==> config.mk <==
export PLATFORM = sky130hd
export DESIGN_NAME = adc_hysteresis_slicer
export DESIGN_NICKNAME = d
export VERILOG_FILES = /design/src/rtl/adc_hs_pkg.sv /design/src/rtl/adc_hs_core.sv /design/src/rtl/adc_hysteresis_slicer.sv
export SDC_FILE = /design/constraint.sdc
export NUM_CORES = 1
export LEC_CHECK = 0
export ABC_AREA = 1
export BUFFER_PORTS_ARGS = -buffer_cell sky130_fd_sc_hd__buf_2
export CORE_ASPECT_RATIO = 2
export CORE_MARGIN = 5
export CORE_UTILIZATION = 40
export DETAILED_ROUTE_END_ITERATION = 8
export SLEW_MARGIN = 20
export SYNTH_ARGS = -nofsm -noshare
export SYNTH_HDL_FRONTEND = slang
export SYNTH_SLANG_ARGS = --single-unit
==> constraint.sdc <==
create_clock -name clk -period 4.48 [get_ports clk]
set_input_delay 1.344 -clock clk [delete_from_list [all_inputs] [get_ports clk]]
set_output_delay 1.344 -clock clk [all_outputs]
set_load 0.005 [all_outputs]
==> src/rtl/adc_hs_pkg.sv <==
package adc_hs_pkg;

  // Fixed field widths
  localparam int SAMPLE_BITS = 12;
  localparam int HYST_BITS   = 8;

  // Defaults for the top-level parameters
  localparam int BLOCK_LOG2_DEF     = 12;
  localparam int INITIAL_CENTER_DEF = 4020;

  // Hysteresis register value after reset
  localparam logic [HYST_BITS-1:0] HYST_RESET = HYST_BITS'(5);

  // One result beat
  typedef struct packed {
    logic                   level;
    logic [SAMPLE_BITS-1:0] center;
    logic                   block_end;
    logic [SAMPLE_BITS-1:0] block_min;
    logic [SAMPLE_BITS-1:0] block_max;
  } result_t;

endpackage

==> src/rtl/adc_hs_core.sv <==
module adc_hs_core
  import adc_hs_pkg::*;
#(
  parameter int BLOCK_LOG2     = BLOCK_LOG2_DEF,
  parameter int INITIAL_CENTER = INITIAL_CENTER_DEF
) (
  input  logic                   clk,
  input  logic                   rst_n,
  input  logic                   step,
  input  logic [SAMPLE_BITS-1:0] sample,
  input  logic [HYST_BITS-1:0]   hysteresis,
  output result_t                result
);

  localparam int SUM_W = SAMPLE_BITS + BLOCK_LOG2;
  localparam int CMP_W = SAMPLE_BITS + 1;

  logic                   level_r,  level_nxt;
  logic [SAMPLE_BITS-1:0] center_r, center_nxt;
  logic [SUM_W-1:0]       sum_r,    sum_upd;
  logic [BLOCK_LOG2-1:0]  index_r;
  logic [SAMPLE_BITS-1:0] min_r,    min_upd;
  logic [SAMPLE_BITS-1:0] max_r,    max_upd;
  logic [CMP_W-1:0]       lhs, rhs;
  logic                   block_end;

  // Hysteresis compare: high level tests s + h > c, low level tests s > c + h
  always_comb begin
    if (level_r) begin
      lhs = CMP_W'(sample) + CMP_W'(hysteresis);
      rhs = CMP_W'(center_r);
    end else begin
      lhs = CMP_W'(sample);
      rhs = CMP_W'(center_r) + CMP_W'(hysteresis);
    end
    level_nxt = (lhs > rhs);
  end

  // Running statistics including this sample
  assign min_upd   = (sample < min_r) ? sample : min_r;
  assign max_upd   = (sample > max_r) ? sample : max_r;
  assign sum_upd   = sum_r + SUM_W'(sample);
  assign block_end = &index_r;

  // New center is the block mean, taken only at block end
  assign center_nxt = block_end ? sum_upd[BLOCK_LOG2 +: SAMPLE_BITS] : center_r;

  // Result beat
  always_comb begin
    result.level     = level_nxt;
    result.center    = center_nxt;
    result.block_end = block_end;
    result.block_min = block_end ? min_upd : '0;
    result.block_max = block_end ? max_upd : '0;
  end

  // State update per processed sample
  always_ff @(posedge clk) begin
    if (!rst_n) begin
      level_r  <= 1'b0;
      center_r <= SAMPLE_BITS'(INITIAL_CENTER);
      sum_r    <= '0;
      index_r  <= '0;
      min_r    <= '1;
      max_r    <= '0;
    end else if (step) begin
      level_r  <= level_nxt;
      center_r <= center_nxt;
      index_r  <= index_r + 1'b1;
      if (block_end) begin
        sum_r <= '0;
        min_r <= '1;
        max_r <= '0;
      end else begin
        sum_r <= sum_upd;
        min_r <= min_upd;
        max_r <= max_upd;
      end
    end
  end

endmodule

==> src/rtl/adc_hysteresis_slicer.sv <==
// An input beat passes the input register, then the result register.
// Throughput: one sample per cycle unless out_ready stalls the output; the slice and
// the running-sum update share one combinational pass between the two registers.
// Reset (rst_n, synchronous, active low): both stages empty, hysteresis = 5,
// level 0, center = INITIAL_CENTER, block sum/count cleared, min all ones, max 0.
module adc_hysteresis_slicer
  import adc_hs_pkg::*;
#(
  parameter int BLOCK_LOG2     = BLOCK_LOG2_DEF,
  parameter int INITIAL_CENTER = INITIAL_CENTER_DEF
) (
  input  logic                   clk,
  input  logic                   rst_n,
  // configuration write
  input  logic                   cfg_valid,
  output logic                   cfg_ready,
  input  logic [HYST_BITS-1:0]   cfg_data,
  // sample input
  input  logic                   in_valid,
  output logic                   in_ready,
  input  logic [SAMPLE_BITS-1:0] in_sample,
  // result output
  output logic                   out_valid,
  input  logic                   out_ready,
  output logic                   out_level,
  output logic [SAMPLE_BITS-1:0] out_center,
  output logic                   out_block_end,
  output logic [SAMPLE_BITS-1:0] out_block_min,
  output logic [SAMPLE_BITS-1:0] out_block_max
);

  logic [HYST_BITS-1:0]   hyst_r;
  logic                   in_valid_r;
  logic [SAMPLE_BITS-1:0] in_sample_r;
  logic                   out_valid_r;
  result_t                out_res_r;
  result_t                core_res;
  logic                   advance;

  // Hysteresis register, always writable
  assign cfg_ready = 1'b1;

  always_ff @(posedge clk) begin
    if (!rst_n) begin
      hyst_r <= HYST_RESET;
    end else if (cfg_valid) begin
      hyst_r <= cfg_data;
    end
  end

  // Move a beat from the input register to the result register
  assign advance  = in_valid_r && (!out_valid_r || out_ready);
  assign in_ready = !in_valid_r || advance;

  // Input register
  always_ff @(posedge clk) begin
    if (!rst_n) begin
      in_valid_r <= 1'b0;
    end else if (in_ready) begin
      in_valid_r <= in_valid;
    end
  end

  always_ff @(posedge clk) begin
    if (in_valid && in_ready) begin
      in_sample_r <= in_sample;
    end
  end

  adc_hs_core #(
    .BLOCK_LOG2     (BLOCK_LOG2),
    .INITIAL_CENTER (INITIAL_CENTER)
  ) u_core (
    .clk        (clk),
    .rst_n      (rst_n),
    .step       (advance),
    .sample     (in_sample_r),
    .hysteresis (hyst_r),
    .result     (core_res)
  );

  // Result register
  always_ff @(posedge clk) begin
    if (!rst_n) begin
      out_valid_r <= 1'b0;
    end else if (advance) begin
      out_valid_r <= 1'b1;
    end else if (out_ready) begin
      out_valid_r <= 1'b0;
    end
  end

  always_ff @(posedge clk) begin
    if (advance) begin
      out_res_r <= core_res;
    end
  end

  assign out_valid     = out_valid_r;
  assign out_level     = out_res_r.level;
  assign out_center    = out_res_r.center;
  assign out_block_end = out_res_r.block_end;
  assign out_block_min = out_res_r.block_min;
  assign out_block_max = out_res_r.block_max;

endmodule

==> impl_metrics.py <==
metrics = {
    "status": {
        "outcome": "finished, final reports clean",
    },
    "clock_tree": {
        "cts.sink_count": 133,
        "post_cts_buffers": 0,
        "htree_levels": 4,
        "insertion_delay_ps": 430,
        "ctsHoldBuffers": 0,
        "cts-resized-gates": 0,
        "clk_pin_slew_worst_paths_ps": 60,
        "cts.path.max_buffers": 2,
        "cts_buffers": 17,
        "cts-root-buf": "clkbuf_16",
        "cts_tree": "built",
    },
    "timing": {
        "fin_crit_sh_pct": 69.7,
        "finClkSkew_ps": 6.56,
        "fmax_ghz": 0.320,
        "min_period_ps": 3120,
        "grt_setup_unrepaired": "no",
        "tns_ps": 0,
        "finalHoldViolations": 0,
        "maxSlewViolCount": 0,
        "tightest_slew_ps": 809,
        "slew_headroom_pct": 46.1,
        "setup_viol": 0,
    },
    "cells_and_area": {
        "area_growth_pct": 13.1,
        "antenna_cells": 0,
        "post-route-util_pct": 45.7,
        "nFillCells": 2135,
        "nets": 1265,
        "drive_gt1_share_pct": 10.1,
    },
    "synthesis": {
        "synth_top_area_share_pct": 20.2,
        "yosys_register_bits": 133,
        "syn_avg_cell_area_um2": 7.33,
        "synth_area_leaders": "dfxtp_1 20%, edfxtp_1 18%, nand2_1 15%, ha_1 9.7%, a21oi_1 6.6%",
        "synth_top_area_cell": "dfxtp_1",
        "synth_cell_types": 44,
        "ys_dominant_reg_cell": "dfxtp_1",
        "seq_area_frac_synth_pct": 38.5,
        "syn-num-nets": 1214,
        "synthCells": 1122,
        "yosysWarnings": 0,
        "synth-edff-count": 50,
        "syn_area_um2": 8220,
        "ys_async_sr_fraction_pct": 0,
    },
    "die": {
        "core-area_um2": 20400,
        "num_io_pins": 66,
        "start_util_pct": 40.4,
        "die_w_um": 111,
        "dieArea_um2": 23700,
        "rows": 74,
        "die_y_um": 213,
    },
    "power": {
        "p_per_area_nw_per_um2": 359,
        "p_leak_nw": 4.22,
        "max-vdd-ir-drop_mv": 0.212,
    },
    "global_routing": {
        "grt_first_pass_wirelength_um": 35100,
        "grt_max_degree": 68,
        "track_usage_pct": 18.9,
        "grt_pass1_vias": 7089,
        "antenna_found_initial": 0,
        "grt_remaining_overflow": 0,
    },
    "critical_path": {
        "arrival_ps": 3310,
        "worstSetupEndpointType": "flip-flop",
        "worst_setup_path_start_kind": "flip-flop",
        "critPathKind": "flip-flop to flip-flop",
        "cp_max_fo": 7,
        "cp.required_ps": 4670,
        "r2r_slack_ps": 1360,
    },
    "place": {
        "place.gp.congestion": 0.876,
        "port_buffers": 64,
        "dpl.hpwl_um": 16100,
    },
    "routing": {
        "remaining_drc_errors": 0,
        "antenna_left": 0,
        "drt_first_pass_iters": 5,
        "via_count": 7314,
        "avgRoutedWirePerCell_um": 14.9,
        "wl_um": 21700,
        "drt_iter0_markers": 317,
        "post_drt_via_cell_ratio": 5.04,
    },
    "worst_hold_path": {
        "hold_path.class": "flip-flop to flip-flop",
    },
    "job": {
        "cap_violations": 0,
    },
}
[power breakdown]
part           switching [mW]  internal, mW
Sequential             0.0577          1.32
Clock                   0.544         0.811
Combinational           0.377         0.224
Total                   0.979          2.36
[synth_stat cells, types with 4 or more instances]
cell	instances
o21ai_0	54
xor2_1	16
nand3_1	92
nor3_1	17
nand2_1	331
inv_1	121
or2_2	8
a31oi_1	4
nand4_1	9
a21oi_1	108
dfxtp_1	83
buf_2	10
xnor2_1	4
and2_1	8
edfxtp_1	50
ha_1	64
nand3b_1	11
nor2_1	75
clkbuf_1	17
[placed cells by master, fill, tap and decap left out, types with 5 or more instances in the layout]
cell | netlist | routed
inv_1 | 121 | 120
o21ai_0 | 54 | 54
edfxtp_1 | 50 | 50
and2_1 | 8 | 8
clkbuf_16 | 0 | 17
a21oi_1 | 108 | 108
nand3_1 | 92 | 92
buf_2 | 10 | 64
nand3b_1 | 11 | 11
dfxtp_1 | 83 | 83
nor2_1 | 75 | 75
clkinvlp_4 | 0 | 5
nand2_1 | 331 | 330
nor3_1 | 17 | 17
ha_1 | 64 | 64
nand4_1 | 9 | 9
or2_2 | 8 | 8
xor2_1 | 16 | 16
[state kept, by name (all words and copies together) (netlist names)]
signal,cells
u_core.index_r,12
out_valid,1
u_core.min_r,12
in_sample_r,12
u_core.level_r,1
out_block_end,1
out_level,1
u_core.sum_r,24
hyst_r,8
out_block_max,12
out_block_min,12
out_center,12
u_core.center_r,12
u_core.max_r,12
in_valid_r,1
[final cells by class]
type | instances | area (µm²) | area share (%)
clock buffer | 18 | 429 | 4.62
clock inverter | 14 | 138 | 1.48
inverter | 127 | 482 | 5.18
multi-input combinational | 826 | 4390 | 47.2
sequential | 133 | 3160 | 34.0
tap | 266 | 333 | 3.58
timing repair buffer | 68 | 363 | 3.90
[metrics by stage]
step	total power [mW]	hold WS [ps]	area, µm²	cells	worst slack (ps)
2_1_floorplan	1.84	436	8220	1122	1640
3_3_place_gp	2.00	450	8730	1420	1410
3_5_place_dp	2.01	453	8730	1420	1380
4_1_cts	3.38	466	9300	1452	1370
5_1_grt	3.53	484	9300	1452	1070
6_report	3.33	463	9300	1452	1360
[critical path: stages (launching register included)]
cell and delay [ps]:
edfxtp_1 530, inv_1 200, fa_1 420, inv_1 90, nand3_1 70, nand2_1 140, nand2_1 70, nand2_1 100
nand2_1 100, xor2_1 180, inv_1 60, ha_1 320, nand2_1 100, o21ai_0 90, nor2_1 100, nand2_1 70
nand3_1 80, nand2_1 50, nand2_1 70, inv_1 40
[per-layer routing]
layer  vias to the layer above  global-route usage, %  share of wire, %
met4                         0                   12.0               5.8
met1                      3318                   18.6                38
li1                       3795                      -                 -
met5                         -                      0                 0
met3                        56                   3.46               3.2
met2                       145                   35.9                53
[cells by family after synthesis]
logic type	synth area share, %
AOI/OAI and AO/OA	11.0
buffers and inverters	8.13
xor gates and xnor gates	2.13
and+or+nand+nor	29.7
adders and majority gates	10.5
other	0.0456
DFF	38.5
[final timing paths]
| kind | endpoint | cells past startpoint | start |
|---|---|---|---|
| worst max-delay path | out_level | 19 | in_sample_r[1] |
| worst min-delay path | u_core.max_r[5] | 2 | u_core.max_r[5] |
| worst max register to register | out_level | 19 | in_sample_r[1] |
| worst min register to register | u_core.max_r[5] | 2 | u_core.max_r[5] |
Note: power is estimated with default switching activity, not from simulation.
